--- src/hw/rtl/tlgr_pkg.sv ---
// Shared types, constants and glyph tables of the text line glyph renderer.
`timescale 1ns / 1ps

package tlgr_pkg;

	// Default width of the line in columns.
	localparam int LINE_PIXELS_DEFAULT = 64;

	// Width of the column position.
	localparam int POS_W = 7;
	// Width of a position with one spare bit, wide enough to hold the line width.
	localparam int STOP_W = 8;
	// Width of the column index on the result port.
	localparam int IDX_W = 6;
	// Width of a pixel column.
	localparam int BITS_W = 8;
	// Width of a character code.
	localparam int CODE_W = 8;
	// Width of a glyph row number.
	localparam int ROW_W = 5;

	localparam int GLYPH_COLS = 5;
	localparam int CELL_COLS = 6;

	// Depth of the command queue between the front and back parts.
	localparam int CMD_DEPTH = 2;

	// One unit of work for the back part: a glyph cell or a padding run.
	typedef struct packed {
		logic                 is_pad;
		logic [ROW_W-1:0]     row;
		logic [POS_W-1:0]     start;
	} cmd_t;

	// Maps a character code onto its glyph row; unknown codes take the blank row.
	function automatic logic [ROW_W-1:0] glyph_row(input logic [CODE_W-1:0] code);
		logic [ROW_W-1:0] r;
		case (code)
			8'h20: r = 5'd0;
			8'h2D: r = 5'd1;
			8'h3A: r = 5'd2;
			8'h30: r = 5'd3;
			8'h31: r = 5'd4;
			8'h32: r = 5'd5;
			8'h33: r = 5'd6;
			8'h34: r = 5'd7;
			8'h35: r = 5'd8;
			8'h36: r = 5'd9;
			8'h37: r = 5'd10;
			8'h38: r = 5'd11;
			8'h39: r = 5'd12;
			8'h41: r = 5'd13;
			8'h42: r = 5'd14;
			8'h43: r = 5'd15;
			8'h44: r = 5'd16;
			8'h45: r = 5'd17;
			8'h46: r = 5'd18;
			8'h47: r = 5'd19;
			8'h49: r = 5'd20;
			8'h4C: r = 5'd21;
			8'h4E: r = 5'd22;
			8'h4F: r = 5'd23;
			8'h52: r = 5'd24;
			8'h53: r = 5'd25;
			8'h54: r = 5'd26;
			8'h55: r = 5'd27;
			default: r = 5'd0;
		endcase
		return r;
	endfunction

	// Returns one column of a glyph; the five columns of a row run left to right.
	function automatic logic [BITS_W-1:0] glyph_col(input logic [ROW_W-1:0] row,
			input logic [2:0] col);
		logic [BITS_W*GLYPH_COLS-1:0] g;
		logic [BITS_W-1:0]            b;
		case (row)
			5'd0:  g = {8'h00, 8'h00, 8'h00, 8'h00, 8'h00};
			5'd1:  g = {8'h08, 8'h08, 8'h08, 8'h08, 8'h08};
			5'd2:  g = {8'h00, 8'h36, 8'h36, 8'h00, 8'h00};
			5'd3:  g = {8'h3E, 8'h51, 8'h49, 8'h45, 8'h3E};
			5'd4:  g = {8'h00, 8'h42, 8'h7F, 8'h40, 8'h00};
			5'd5:  g = {8'h42, 8'h61, 8'h51, 8'h49, 8'h46};
			5'd6:  g = {8'h21, 8'h41, 8'h45, 8'h4B, 8'h31};
			5'd7:  g = {8'h18, 8'h14, 8'h12, 8'h7F, 8'h10};
			5'd8:  g = {8'h27, 8'h45, 8'h45, 8'h45, 8'h39};
			5'd9:  g = {8'h3C, 8'h4A, 8'h49, 8'h49, 8'h30};
			5'd10: g = {8'h01, 8'h71, 8'h09, 8'h05, 8'h03};
			5'd11: g = {8'h36, 8'h49, 8'h49, 8'h49, 8'h36};
			5'd12: g = {8'h06, 8'h49, 8'h49, 8'h29, 8'h1E};
			5'd13: g = {8'h7E, 8'h11, 8'h11, 8'h11, 8'h7E};
			5'd14: g = {8'h7F, 8'h49, 8'h49, 8'h49, 8'h36};
			5'd15: g = {8'h3E, 8'h41, 8'h41, 8'h41, 8'h22};
			5'd16: g = {8'h7F, 8'h41, 8'h41, 8'h22, 8'h1C};
			5'd17: g = {8'h7F, 8'h49, 8'h49, 8'h49, 8'h41};
			5'd18: g = {8'h7F, 8'h09, 8'h09, 8'h09, 8'h01};
			5'd19: g = {8'h3E, 8'h41, 8'h49, 8'h49, 8'h7A};
			5'd20: g = {8'h00, 8'h41, 8'h7F, 8'h41, 8'h00};
			5'd21: g = {8'h7F, 8'h40, 8'h40, 8'h40, 8'h40};
			5'd22: g = {8'h7F, 8'h02, 8'h0C, 8'h10, 8'h7F};
			5'd23: g = {8'h3E, 8'h41, 8'h41, 8'h41, 8'h3E};
			5'd24: g = {8'h7F, 8'h09, 8'h19, 8'h29, 8'h46};
			5'd25: g = {8'h46, 8'h49, 8'h49, 8'h49, 8'h31};
			5'd26: g = {8'h01, 8'h01, 8'h7F, 8'h01, 8'h01};
			5'd27: g = {8'h3F, 8'h40, 8'h40, 8'h40, 8'h3F};
			default: g = '0;
		endcase
		case (col)
			3'd0: b = g[39:32];
			3'd1: b = g[31:24];
			3'd2: b = g[23:16];
			3'd3: b = g[15:8];
			3'd4: b = g[7:0];
			default: b = '0;
		endcase
		return b;
	endfunction

endpackage

--- src/hw/rtl/tlgr_front.sv ---
// Front part: accepts items, tracks the column position and issues commands.
`timescale 1ns / 1ps

module tlgr_front #(
	parameter int LINE_PIXELS = tlgr_pkg::LINE_PIXELS_DEFAULT
) (
	input  logic                            clk,
	input  logic                            arst_n,
	input  logic                            push,
	input  logic [tlgr_pkg::CODE_W-1:0]     text_char,
	input  logic                            line_end,
	input  logic                            q_full,
	output logic                            full,
	output logic                            cmd_wr,
	output tlgr_pkg::cmd_t                  cmd
);

	localparam int PW = tlgr_pkg::POS_W;
	localparam int SW = tlgr_pkg::STOP_W;
	localparam logic [SW-1:0] LINE_W = SW'(LINE_PIXELS);
	localparam logic [SW-1:0] CELL_W = SW'(tlgr_pkg::CELL_COLS);
	localparam logic [PW-1:0] CELL_P = PW'(tlgr_pkg::CELL_COLS);

	logic [PW-1:0] pos_q;
	logic [SW-1:0] pos_ext;
	logic          accept;
	logic          fits;
	logic          pad_needed;

	assign full       = q_full;
	assign accept     = push && !q_full;
	assign pos_ext    = {1'b0, pos_q};
	assign fits       = (pos_ext + CELL_W) <= LINE_W;
	assign pad_needed = pos_ext < LINE_W;

	assign cmd_wr     = accept && (line_end ? pad_needed : fits);
	assign cmd.is_pad = line_end;
	assign cmd.row    = tlgr_pkg::glyph_row(text_char);
	assign cmd.start  = pos_q;

	always_ff @(posedge clk or negedge arst_n) begin
		if (!arst_n) begin
			pos_q <= '0;
		end else if (accept) begin
			if (line_end) begin
				pos_q <= '0;
			end else if (fits) begin
				pos_q <= pos_q + CELL_P;
			end
		end
	end

endmodule

--- src/hw/rtl/tlgr_cmd_queue.sv ---
// Short command queue between the front and back parts.
`timescale 1ns / 1ps

module tlgr_cmd_queue (
	input  logic           clk,
	input  logic           arst_n,
	input  logic           wr_en,
	input  tlgr_pkg::cmd_t wr_data,
	input  logic           rd_en,
	output logic           full,
	output logic           head_valid,
	output tlgr_pkg::cmd_t head
);

	localparam int DEPTH = tlgr_pkg::CMD_DEPTH;
	localparam int PTR_W = (DEPTH > 1) ? $clog2(DEPTH) : 1;
	localparam int CNT_W = $clog2(DEPTH + 1);
	localparam logic [PTR_W-1:0] PTR_LAST = PTR_W'(DEPTH - 1);
	localparam logic [CNT_W-1:0] CNT_FULL = CNT_W'(DEPTH);

	tlgr_pkg::cmd_t   slot_q [DEPTH];
	logic [PTR_W-1:0] wr_ptr_q;
	logic [PTR_W-1:0] rd_ptr_q;
	logic [CNT_W-1:0] count_q;
	logic             do_wr;
	logic             do_rd;

	assign full       = count_q == CNT_FULL;
	assign head_valid = count_q != '0;
	assign head       = slot_q[rd_ptr_q];
	assign do_wr      = wr_en && !full;
	assign do_rd      = rd_en && head_valid;

	always_ff @(posedge clk) begin
		if (do_wr) begin
			slot_q[wr_ptr_q] <= wr_data;
		end
	end

	always_ff @(posedge clk or negedge arst_n) begin
		if (!arst_n) begin
			wr_ptr_q <= '0;
			rd_ptr_q <= '0;
			count_q  <= '0;
		end else begin
			if (do_wr) begin
				wr_ptr_q <= (wr_ptr_q == PTR_LAST) ? '0 : wr_ptr_q + 1'b1;
			end
			if (do_rd) begin
				rd_ptr_q <= (rd_ptr_q == PTR_LAST) ? '0 : rd_ptr_q + 1'b1;
			end
			if (do_wr && !do_rd) begin
				count_q <= count_q + 1'b1;
			end else if (do_rd && !do_wr) begin
				count_q <= count_q - 1'b1;
			end
		end
	end

endmodule

--- src/hw/rtl/tlgr_back.sv ---
// Back part: walks each command one column per cycle into the result register, stalling while the result is not popped.
`timescale 1ns / 1ps

module tlgr_back #(
	parameter int LINE_PIXELS = tlgr_pkg::LINE_PIXELS_DEFAULT
) (
	input  logic                            clk,
	input  logic                            arst_n,
	input  logic                            head_valid,
	input  tlgr_pkg::cmd_t                  head,
	output logic                            cmd_rd,
	output logic                            empty,
	input  logic                            pop,
	output logic [tlgr_pkg::BITS_W-1:0]     column_bits,
	output logic [tlgr_pkg::IDX_W-1:0]      column_index,
	output logic                            last
);

	localparam int PW = tlgr_pkg::POS_W;
	localparam int SW = tlgr_pkg::STOP_W;
	localparam int IW = tlgr_pkg::IDX_W;
	localparam logic [SW-1:0] LINE_W   = SW'(LINE_PIXELS);
	localparam logic [SW-1:0] CELL_W   = SW'(tlgr_pkg::CELL_COLS);
	localparam logic [PW-1:0] GLYPH_P  = PW'(tlgr_pkg::GLYPH_COLS);
	localparam logic [IW-1:0] LAST_IDX = IW'(LINE_PIXELS - 1);

	logic [PW-1:0]                off_q;
	logic [PW-1:0]                cur;
	logic [SW-1:0]                stop;
	logic                         final_col;
	logic                         emit;
	logic [tlgr_pkg::BITS_W-1:0]  bits_next;

	logic                         out_valid_q;
	logic [tlgr_pkg::BITS_W-1:0]  bits_q;
	logic [IW-1:0]                index_q;
	logic                         last_q;

	assign cur       = head.start + off_q;
	assign stop      = head.is_pad ? LINE_W : ({1'b0, head.start} + CELL_W);
	assign final_col = ({1'b0, cur} + 1'b1) == stop;
	assign emit      = head_valid && (!out_valid_q || pop);
	assign cmd_rd    = emit && final_col;

	always_comb begin
		if (!head.is_pad && off_q < GLYPH_P) begin
			bits_next = tlgr_pkg::glyph_col(head.row, off_q[2:0]);
		end else begin
			bits_next = '0;
		end
	end

	always_ff @(posedge clk or negedge arst_n) begin
		if (!arst_n) begin
			off_q       <= '0;
			out_valid_q <= 1'b0;
		end else begin
			if (emit) begin
				off_q <= final_col ? '0 : off_q + 1'b1;
			end
			if (emit) begin
				out_valid_q <= 1'b1;
			end else if (pop) begin
				out_valid_q <= 1'b0;
			end
		end
	end

	always_ff @(posedge clk) begin
		if (emit) begin
			bits_q  <= bits_next;
			index_q <= cur[IW-1:0];
			last_q  <= head.is_pad && final_col;
		end
	end

	assign empty        = !out_valid_q;
	assign column_bits  = bits_q;
	assign column_index = index_q;
	assign last         = last_q;

`ifndef NO_ASSERTIONS
	// A closing column is always blank padding.
	a_last_blank: assert property (@(posedge clk) disable iff (!arst_n)
		(out_valid_q && last_q) |-> (bits_q == '0))
		else $error("last column carries pixels");

	// The closing column sits at the right-hand edge of the line.
	a_last_edge: assert property (@(posedge clk) disable iff (!arst_n)
		(out_valid_q && last_q) |-> (index_q == LAST_IDX))
		else $error("last column is not at the line edge");

	// The walk over a command never runs past its end.
	a_walk_bound: assert property (@(posedge clk) disable iff (!arst_n)
		head_valid |-> ({1'b0, cur} < stop))
		else $error("column walk overran its command");
`endif

endmodule

--- src/hw/rtl/text_line_glyph_renderer_core.sv ---
// Top level of the text line glyph renderer: front part, command queue and back part.
`timescale 1ns / 1ps

// Renders one display line of text as vertical pixel columns, bit 0 being the top
// row. Each input transaction carries a character code and an end-of-line flag. A
// character that still fits in the line yields six result transactions (five glyph
// columns from a 5x7 font, then one blank column); one that does not fit is dropped
// and yields none. Codes outside the font render blank, like a space. An end-of-line
// transaction pads the rest of the line with blank columns, flags the final one with
// last, and restarts the line at column zero; if the line is already exactly full it
// yields nothing. Throughput is set by the column generator in the back part, which
// produces one column per cycle while the receiver keeps popping; a dropped character
// or an empty end-of-line is handled in the front part only. A two-entry command
// queue lets the front part take the next transaction while the back part is still
// working, and the first column of a transaction passes through the command queue
// and then the result register on its way to the result ports.
// column_index is the column position taken modulo 64.

module text_line_glyph_renderer_core #(
	parameter int LINE_PIXELS = tlgr_pkg::LINE_PIXELS_DEFAULT
) (
	input  logic                            clk,
	input  logic                            arst_n,
	input  logic                            push,
	output logic                            full,
	input  logic [tlgr_pkg::CODE_W-1:0]     text_char,
	input  logic                            line_end,
	output logic                            empty,
	input  logic                            pop,
	output logic [tlgr_pkg::BITS_W-1:0]     column_bits,
	output logic [tlgr_pkg::IDX_W-1:0]      column_index,
	output logic                            last
);

	// Commands from the front part; each is a glyph cell or a padding run.
	tlgr_pkg::cmd_t cmd_in;
	tlgr_pkg::cmd_t cmd_head;
	logic           cmd_wr;
	logic           cmd_rd;
	logic           q_full;
	logic           head_valid;

	// The front part classifies each transaction and keeps the column position,
	// so the position is always up to date however far behind the back part is.
	tlgr_front #(
		.LINE_PIXELS (LINE_PIXELS)
	) u_front (
		.clk       (clk),
		.arst_n    (arst_n),
		.push      (push),
		.text_char (text_char),
		.line_end  (line_end),
		.q_full    (q_full),
		.full      (full),
		.cmd_wr    (cmd_wr),
		.cmd       (cmd_in)
	);

	tlgr_cmd_queue u_queue (
		.clk        (clk),
		.arst_n     (arst_n),
		.wr_en      (cmd_wr),
		.wr_data    (cmd_in),
		.rd_en      (cmd_rd),
		.full       (q_full),
		.head_valid (head_valid),
		.head       (cmd_head)
	);

	// The back part works on the command at the head of the queue and retires it
	// as its final column enters the result register.
	tlgr_back #(
		.LINE_PIXELS (LINE_PIXELS)
	) u_back (
		.clk          (clk),
		.arst_n       (arst_n),
		.head_valid   (head_valid),
		.head         (cmd_head),
		.cmd_rd       (cmd_rd),
		.empty        (empty),
		.pop          (pop),
		.column_bits  (column_bits),
		.column_index (column_index),
		.last         (last)
	);

endmodule

--- config.mk ---
export PLATFORM = sky130hd
export DESIGN_NAME = text_line_glyph_renderer_core
export DESIGN_NICKNAME = d
export VERILOG_FILES = /design/src/hw/rtl/tlgr_pkg.sv /design/src/hw/rtl/tlgr_front.sv /design/src/hw/rtl/tlgr_cmd_queue.sv /design/src/hw/rtl/tlgr_back.sv /design/src/hw/rtl/text_line_glyph_renderer_core.sv
export SDC_FILE = /design/constraint.sdc
export NUM_CORES = 1
export LEC_CHECK = 0
export BUFFER_PORTS_ARGS = -buffer_cell sky130_fd_sc_hd__buf_4
export CAP_MARGIN = 15
export CORE_MARGIN = 1.5
export CORE_UTILIZATION = 54
export DETAILED_ROUTE_END_ITERATION = 8
export PLACE_DENSITY = 0.83
export SYNTH_ARGS = -nofsm -noshare
export SYNTH_HDL_FRONTEND = slang
export SYNTH_SLANG_ARGS = --single-unit
--- constraint.sdc ---
create_clock -name clk -period 5.5 [get_ports clk]
set_clock_uncertainty 0.2 [all_clocks]
set_input_delay 1.65 -clock clk [delete_from_list [all_inputs] [get_ports clk]]
set_output_delay 1.65 -clock clk [all_outputs]
set_load 0.03 [all_outputs]
==> impl_metrics.env, run 1 <==
export IMPL_synth_edf_count=38
export IMPL_finish_instance_area_sq_um=5049
export IMPL_timing_max_cap_violations=0
export IMPL_tns_ns=0
export IMPL_detail_route_wl_per_cell_microns=17.63
export IMPL_critical_path_peak_fanout=10
export IMPL_ir_worst_vdd_mv=0.2499
export IMPL_time_the_worst_path_needs_with_i_o_delays_and_setup_ns=4.899
export IMPL_cts_root_buffer="sky130_fd_sc_hd__clkbuf_8"
export IMPL_insertion_delay_ns=0.32
export IMPL_placement_io_buffers=28
export IMPL_grt_pass1_vias=3970
export IMPL_start_util_pct=56.50
export IMPL_clock_fmax_ghz=0.2041
export IMPL_cts_hold_buf=0
export IMPL_total_grt_usage_pct=26.35
export IMPL_route_detailed_vias_per_inst=6.609
export IMPL_placedCellCount=649
export IMPL_use_met3_pct=5.399
export IMPL_placed_area_sq_um=4959
export IMPL_ys_warnings_count=0
export IMPL_synth_sequential_area_ratio_pct=33.78
export IMPL_syn_area_per_cell_sq_um=8.694
export IMPL_status="finished clean"
export IMPL_post_cts_resized=0
export IMPL_synth_async_sr_flop_share_pct=32.14
export IMPL_worst_slew_margin_rel_pct=31.72
export IMPL_total_number_of_vias=4342
export IMPL_fp_coreArea_sq_um=8341
export IMPL_unrepaired_setup_endpoints_after_global_routing="no"
export IMPL_powerDensity_nw_per_um2=613.4
export IMPL_groute_layer_met1_usage_pct=34.91
export IMPL_post_cts_setup_buffers=0
export IMPL_cts_sinks=56
export IMPL_period_share_pct=89.08
export IMPL_cell_accounting_for_the_most_synthesized_area="sky130_fd_sc_hd__edfxtp_1"
export IMPL_timing_setup_critical_path_class="flop to flop"
export IMPL_cp_data_arrival_time_ns=4.95
export IMPL_share_of_final_layout_standard_cells_stronger_than_drive_strength_1_pct=11.41
export IMPL_synth_top_cells_by_area="sky130_fd_sc_hd__edfxtp_1, sky130_fd_sc_hd__dfrtp_1, sky130_fd_sc_hd__ha_1, sky130_fd_sc_hd__a21oi_1, sky130_fd_sc_hd__o21ai_0"
export IMPL_worst_slew_pin_transition_ns=1.022
export IMPL_grt_pass1_wl_microns=19080
export IMPL_crit_path_launch_type="flop"
export IMPL_drc_violations_left=0
export IMPL_cts_buffer_depth=2
export IMPL_post_route_util_pct=60.53
export IMPL_antenna_cells=0
export IMPL_global_route_usage_met2_pct=41.61
export IMPL_power_static_leakage_nw=1.976
export IMPL_fin_cells=657
export IMPL_hp_class="flop to flop"
export IMPL_worst_setup_path_end_kind="flop"
export IMPL_drt_first_pass_iters=6
export IMPL_detailedRoute_firstIterationViolations=458
export IMPL_yosys_cell_count_top_type="sky130_fd_sc_hd__nand2_1"
export IMPL_required_ns=5.55
export IMPL_post_synth_num_cell_types=75
export IMPL_yosys_most_used_dff="sky130_fd_sc_hd__edfxtp_1"
export IMPL_nFillCells=732
export IMPL_die_h_microns=96.41
export IMPL_slew_viol_final=0
export IMPL_post_synth_most_frequent_cells="sky130_fd_sc_hd__nand2_1, sky130_fd_sc_hd__a21oi_1, sky130_fd_sc_hd__nor2_1"
export IMPL_hold_viol_final=0
export IMPL_final_net_count=599
export IMPL_gr_total_overflow=0
export IMPL_most_crowded_layer_gr="met2"
export IMPL_finalSetupViolCount=0
export IMPL_grt_antenna_before_repair=0
export IMPL_mappedNetlistArea_sq_um=4712
export IMPL_clock_tree_from_tritoncts="built"
export IMPL_die_area_sq_um=9295
export IMPL_die_w_microns=96.41
export IMPL_clk_pin_slew_ns=0.10
export IMPL_hpwl_microns=8381
export IMPL_synth_top_area_share_pct=24.22
export IMPL_row_count=33
export IMPL_numCtsBuffers=5
export IMPL_layout_area_overhead_vs_synth_pct=7.143
export IMPL_grt_start_max_net_pins=36
export IMPL_place_gp_congestion=0.9410
export IMPL_antenna_left=0
export IMPL_synth_seq_cells=56
export IMPL_postRouteWirelength_microns=11590
export IMPL_h_tree_levels=2
export IMPL_pin_count=30
export IMPL_synthCells=542
[cells by family after synthesis]
kind of cell             Yosys count  synth area share (%)
multiplexers                      16                 3.744
flip-flops                        56                 33.78
AND/OR/NAND/NOR                  173                 17.74
adder cells (fa/ha/maj)           35                 9.453
buffers and inverters             55                 4.965
other                              1               0.07958
XOR/XNOR                          23                 4.727
AO/OA/AOI/OAI                    183                 25.52
[sequential cells by signal, indices dropped and copies added, names as in the netlist]
| signal | flops |
|---|---|
| u_queue.slot_q | 24 |
| u_queue.wr_ptr_q | 1 |
| u_back.column_bits | 7 |
| u_front.pos_q | 6 |
| u_queue.count_q | 2 |
| u_back.out_valid_q | 1 |
| u_back.off_q | 7 |
| u_queue.rd_ptr_q | 1 |
| u_back.last | 1 |
| u_back.column_index | 6 |
[cell type report]
class                   count  area, sq um  area share, %
repair buffers             34        255.2          5.056
flip-flops and latches     56         1592          31.52
multi-input cells         432         2898          57.40
clock inverters             3        21.27         0.4213
inverters                  22        82.58          1.636
clock buffers               5        68.82          1.363
well taps                 105        131.4          2.602
[where the power goes]
| part | switching (mW) | internal, mW | total [mW] |
|---|---|---|---|
| combinational | 1.29 | 0.777 | 2.06 |
| sequential | 0.149 | 0.657 | 0.806 |
| clock | 0.137 | 0.0906 | 0.227 |
[worst max-delay path: stages, from the launching register on]
cell	delay (ns)
sky130_fd_sc_hd__dfrtp_1	0.64
sky130_fd_sc_hd__mux2i_1	0.41
sky130_fd_sc_hd__inv_1	0.16
sky130_fd_sc_hd__fa_1	0.48
sky130_fd_sc_hd__a211oi_1	0.37
sky130_fd_sc_hd__nor3b_2	0.15
sky130_fd_sc_hd__o22ai_1	0.19
sky130_fd_sc_hd__xnor2_1	0.25
sky130_fd_sc_hd__mux2_2	0.38
sky130_fd_sc_hd__o32a_1	0.21
sky130_fd_sc_hd__a211oi_4	0.36
sky130_fd_sc_hd__and2_1	0.34
sky130_fd_sc_hd__inv_1	0.08
sky130_fd_sc_hd__ha_1	0.21
sky130_fd_sc_hd__xor2_1	0.14
sky130_fd_sc_hd__nor2_1	0.11
sky130_fd_sc_hd__xor2_1	0.15
[layer usage]
metal  share of wire, %  wire length (microns)  vias up
met5                  0                      0        -
met1                 42                   4823     2004
met3                8.8                   1018       53
li1                   -                      -     2028
met2                 46                   5385      257
met4                3.1                    357        0
[layout by cell type, fill, tap and decap left out, types with 9 or more instances in the layout]
cell	Yosys	routed
sky130_fd_sc_hd__buf_4	1	34
sky130_fd_sc_hd__nand2_1	53	53
sky130_fd_sc_hd__edfxtp_1	38	38
sky130_fd_sc_hd__nor2_1	51	51
sky130_fd_sc_hd__ha_1	34	34
sky130_fd_sc_hd__a21oi_1	51	51
sky130_fd_sc_hd__a221oi_1	10	10
sky130_fd_sc_hd__nand3_1	14	14
sky130_fd_sc_hd__o211ai_1	9	9
sky130_fd_sc_hd__o21ai_0	44	44
sky130_fd_sc_hd__dfrtp_1	18	18
sky130_fd_sc_hd__xnor2_1	12	12
sky130_fd_sc_hd__inv_1	21	21
sky130_fd_sc_hd__mux2i_1	12	10
sky130_fd_sc_hd__xor2_1	9	9
[final timing paths]
kind / start / end / slack [ns] / cells past startpoint
max: u_queue.rd_ptr_q / u_queue.count_q[1] / 0.60 / 16
min: u_queue.wr_ptr_q / u_queue.wr_ptr_q / 0.30 / 1
max reg2reg: u_queue.rd_ptr_q / u_queue.count_q[1] / 0.60 / 16
min reg2reg: u_queue.wr_ptr_q / u_queue.wr_ptr_q / 0.30 / 1
max in group asynchronous: arst_n / u_back.off_q[2] / 3.90 / 1
min in group asynchronous: arst_n / u_queue.rd_ptr_q / 0.99 / 1
[metrics by stage]
stage               power, mW  hold WS [ns]  setup slack, ns
floorplan               2.321        0.2402            1.022
global route            3.314        0.3361           0.2064
CTS                     3.053        0.3025           0.6377
global placement        2.754        0.2732           0.9129
finish                  3.097        0.3005           0.6008
detailed placement      2.819        0.2833           0.6690
Power figures use the tool's default switching activity.
==> inputs of run 2 (changes only) <==
--- a/config.mk
+++ b/config.mk
@@ -5,6 +5,7 @@
 export SDC_FILE = /design/constraint.sdc
 export NUM_CORES = 1
 export LEC_CHECK = 0
+export ABC_AREA = 1
 export BUFFER_PORTS_ARGS = -buffer_cell sky130_fd_sc_hd__buf_4
 export CAP_MARGIN = 15
 export CORE_MARGIN = 1.5
==> run 2 against run 1 <==
Effect of this change:
- utilization fell by 1.3 points
- global-route usage fell by 2.2 points
- first-iteration DRC count fell by 8.3%
- wire length fell by 3.5%
- sequential share of layout area fell by 0.58 points
- die area rose by 2.2%
- synthesized area rose by 2.2%
- clock power rose by 5%
- largest cell class unchanged
==> impl_metrics.env, run 2 <==
export IMPL_status="finished clean"
export IMPL_place_gp_congestion=1.003
export IMPL_finalSetupViolCount=0
export IMPL_most_flops_register="u_queue.slot_q"
export IMPL_gr_total_overflow=0
export IMPL_final_net_count=718
export IMPL_grt_start_max_net_pins=32
export IMPL_mostFrequentLayoutCell="sky130_fd_sc_hd__nand2_1"
export IMPL_drc_violations_left=0
export IMPL_period_share_pct=70.94
export IMPL_clock_fmax_ghz=0.2563
export IMPL_start_util_pct=55.51
export IMPL_cp_data_arrival_time_ns=3.90
export IMPL_synth_top_area_share_pct=23.69
export IMPL_cts_buffer_depth=2
export IMPL_synth_seq_cells=56
export IMPL_detail_route_wl_per_cell_microns=14.35
export IMPL_hpwl_microns=8402
export IMPL_timing_setup_critical_path_class="flop to flop"
export IMPL_clock_tree_from_tritoncts="built"
export IMPL_yosys_most_used_dff="sky130_fd_sc_hd__edfxtp_1"
export IMPL_setup_ws_ns=1.598
export IMPL_postRouteWirelength_microns=11180
export IMPL_synthCells=649
export IMPL_worstRegToRegCells=19
export IMPL_mostFrequentLayoutCells="sky130_fd_sc_hd__nand2_1, sky130_fd_sc_hd__inv_1, sky130_fd_sc_hd__nand3_1, sky130_fd_sc_hd__nor2_1, sky130_fd_sc_hd__edfxtp_1"
export IMPL_setup_reg_to_reg_worst_slack_ns=1.60
export IMPL_ir_worst_vdd_mv=0.2069
export IMPL_grt_pass1_wl_microns=19000
export IMPL_yosys_cell_count_top_type="sky130_fd_sc_hd__nand2_1"
export IMPL_p_int_mw=1.463
export IMPL_pin_count=30
export IMPL_total_met3_wirelength_after_detailed_routing_microns=857
export IMPL_mappedNetlistArea_sq_um=4817
export IMPL_antenna_cells=0
export IMPL_highest_layer="met4"
export IMPL_cts_root_buffer="sky130_fd_sc_hd__clkbuf_8"
export IMPL_crit_slowest_cell="sky130_fd_sc_hd__dfrtp_1"
export IMPL_worst_slew_pin_transition_ns=0.9572
export IMPL_cell_accounting_for_the_most_synthesized_area="sky130_fd_sc_hd__edfxtp_1"
export IMPL_met2_length_microns=5207
export IMPL_detail_route_wirelength_met1_microns=4874
export IMPL_post_synth_num_cell_types=52
export IMPL_path_buf_inv=2
export IMPL_required_ns=5.50
export IMPL_fp_coreArea_sq_um=8678
export IMPL_switchingPower_mw=1.772
export IMPL_grt_antenna_before_repair=0
export IMPL_placement_io_buffers=28
export IMPL_total_number_of_vias=4449
export IMPL_numCtsBuffers=5
export IMPL_power_static_leakage_nw=2.399
export IMPL_min_from="u_queue.count_q[0]"
export IMPL_post_synth_most_frequent_cells="sky130_fd_sc_hd__nand2_1, sky130_fd_sc_hd__inv_1, sky130_fd_sc_hd__nand3_1"
export IMPL_worst_slew_margin_rel_pct=35.95
export IMPL_insertion_delay_ns=0.31
export IMPL_rr_endpoint="u_queue.count_q[1]"
export IMPL_ys_warnings_count=0
export IMPL_route_detailed_vias_per_inst=5.711
export IMPL_synth_top_cells_by_area="sky130_fd_sc_hd__edfxtp_1, sky130_fd_sc_hd__nand2_1, sky130_fd_sc_hd__dfrtp_1, sky130_fd_sc_hd__ha_1, sky130_fd_sc_hd__inv_1"
export IMPL_cts_hold_buf=0
export IMPL_detailedRoute_firstIterationViolations=420
export IMPL_hold_slack_ns=0.3045
export IMPL_die_area_sq_um=9497
export IMPL_worst_setup_path_end_kind="flop"
export IMPL_antenna_left=0
export IMPL_min_delay_path_depth=1
export IMPL_die_h_microns=97.45
export IMPL_slew_viol_final=0
export IMPL_timing_critical_path_cells="inv_2 > nand2_2 > nand2_4 > inv_2 > fa_1 > nand2_1 > nand3b_1 > nor2_2 > nand2_1 > nor2_1 > nand3_1 > nand2_1 > nand2_1 > nor2_2 > nand3_2 > ha_1 > a21oi_1 > o21ai_0 > xor2_1"
export IMPL_cts_sinks=56
export IMPL_total_grt_usage_pct=24.19
export IMPL_layout_area_overhead_vs_synth_pct=6.779
export IMPL_cpMostUsedCell="sky130_fd_sc_hd__nand2_1"
export IMPL_hold_viol_final=0
export IMPL_drt_first_pass_iters=5
export IMPL_timing_rr_start="u_queue.rd_ptr_q"
export IMPL_power_sequential_fraction_pct=24.1
export IMPL_unrepaired_setup_endpoints_after_global_routing="no"
export IMPL_clk_pin_slew_ns=0.11
export IMPL_die_w_microns=97.45
export IMPL_switching_share_pct=54.77
export IMPL_share_of_final_layout_standard_cells_stronger_than_drive_strength_1_pct=13.86
export IMPL_timing_hold_worst_endpoint="u_queue.count_q[0]"
export IMPL_worst_path_largest_cell_delay_ns=0.58
export IMPL_crit_path_launch_type="flop"
export IMPL_pwr_share_comb_pct=68.5
export IMPL_row_count=34
export IMPL_placement_setup_worst_slack_ns=1.626
export IMPL_share_clk_of_total_power_pct=7.4
export IMPL_grt_pass1_vias=4132
export IMPL_tns_ns=0
export IMPL_time_the_worst_path_needs_with_i_o_delays_and_setup_ns=3.902
export IMPL_post_cts_resized=0
export IMPL_post_cts_setup_buffers=0
export IMPL_timing_max_cap_violations=0
export IMPL_syn_area_per_cell_sq_um=7.422
export IMPL_synth_async_sr_flop_share_pct=32.14
export IMPL_synth_sequential_area_ratio_pct=33.04
export IMPL_synth_edf_count=38
export IMPL_hp_class="flop to flop"
export IMPL_critical_path_peak_fanout=15
export IMPL_cp_top_family="simple AND/OR/NAND/NOR gates"
export IMPL_h_tree_levels=2
export IMPL_powerDensity_nw_per_um2=629.0
export IMPL_flip_flop_count_of_the_largest_register_all_copies_and_words_added=24
run 2: per-layer routing:
layer | vias to the layer above | GRT usage [%]
met4 | 0 | 8.242
met1 | 2035 | 32.35
li1 | 2201 | -
met3 | 29 | 5.108
met2 | 184 | 39.05
met5 | - | 0
run 2: final cells by class:
cell class | instances | area, sq um
flip-flops and latches | 56 | 1592
fillers | 762 | 3535
well taps | 108 | 135.1
inverters | 93 | 355.3
multi-input cells | 485 | 2748
clock inverters | 3 | 27.53
repair buffers | 29 | 217.7
clock buffers | 5 | 68.82
run 2: cell families (layout without fill, tap and decap cells):
kind of cell	after synthesis	count (layout)	share of synthesized area, %
AND/OR/NAND/NOR	324	324	31.82
AO/OA/AOI/OAI	113	113	13.82
buffers and inverters	109	130	10.00
flip-flops	56	56	33.04
adder cells (fa/ha/maj)	35	35	9.247
XOR/XNOR	11	11	2.000
other	1	2	0.07785
run 2: power by group through the flow:
stage	Clock (mW)	Sequential [mW]	Combinational, mW
floorplan	0	0.857	1.65
global placement	0	0.782	2.12
detailed placement	0	0.789	2.17
CTS	0.247	0.780	2.18
global route	0.262	0.802	2.49
finish	0.239	0.779	2.22
run 2: stage by stage:
step	cell area [sq um]	total power, mW	util (%)	std cells
4_1_cts	5144	3.205	59.27	779
3_5_place_dp	5047	2.960	58.16	771
3_3_place_gp	5047	2.898	58.16	771
6_report	5144	3.235	59.27	779
2_1_floorplan	4821	2.503	-	650
5_1_grt	5144	3.551	59.27	779
run 2: worst max path at each step:
| stage | startpoint | to | cells after the start |
|---|---|---|---|
| floorplan | pop | u_queue.count_q[1] | 7 |
| global placement | line_end | u_queue.slot_q[0][11] | 7 |
| detailed placement | u_queue.rd_ptr_q | u_queue.count_q[1] | 19 |
| CTS | u_queue.rd_ptr_q | u_queue.count_q[1] | 19 |
| global route | u_queue.rd_ptr_q | u_queue.count_q[1] | 21 |
| finish | u_queue.rd_ptr_q | u_queue.count_q[1] | 19 |
run 2: worst register-to-register path, stage by stage (launching register included):
cell	delay, ns
sky130_fd_sc_hd__dfrtp_1	0.58
sky130_fd_sc_hd__inv_2	0.31
sky130_fd_sc_hd__nand2_2	0.10
sky130_fd_sc_hd__nand2_4	0.11
sky130_fd_sc_hd__inv_2	0.06
sky130_fd_sc_hd__fa_1	0.52
sky130_fd_sc_hd__nand2_1	0.06
sky130_fd_sc_hd__nand3b_1	0.20
sky130_fd_sc_hd__nor2_2	0.20
sky130_fd_sc_hd__nand2_1	0.11
sky130_fd_sc_hd__nor2_1	0.14
sky130_fd_sc_hd__nand3_1	0.09
sky130_fd_sc_hd__nand2_1	0.07
sky130_fd_sc_hd__nand2_1	0.06
sky130_fd_sc_hd__nor2_2	0.15
sky130_fd_sc_hd__nand3_2	0.13
sky130_fd_sc_hd__ha_1	0.34
sky130_fd_sc_hd__a21oi_1	0.12
sky130_fd_sc_hd__o21ai_0	0.11
sky130_fd_sc_hd__xor2_1	0.15
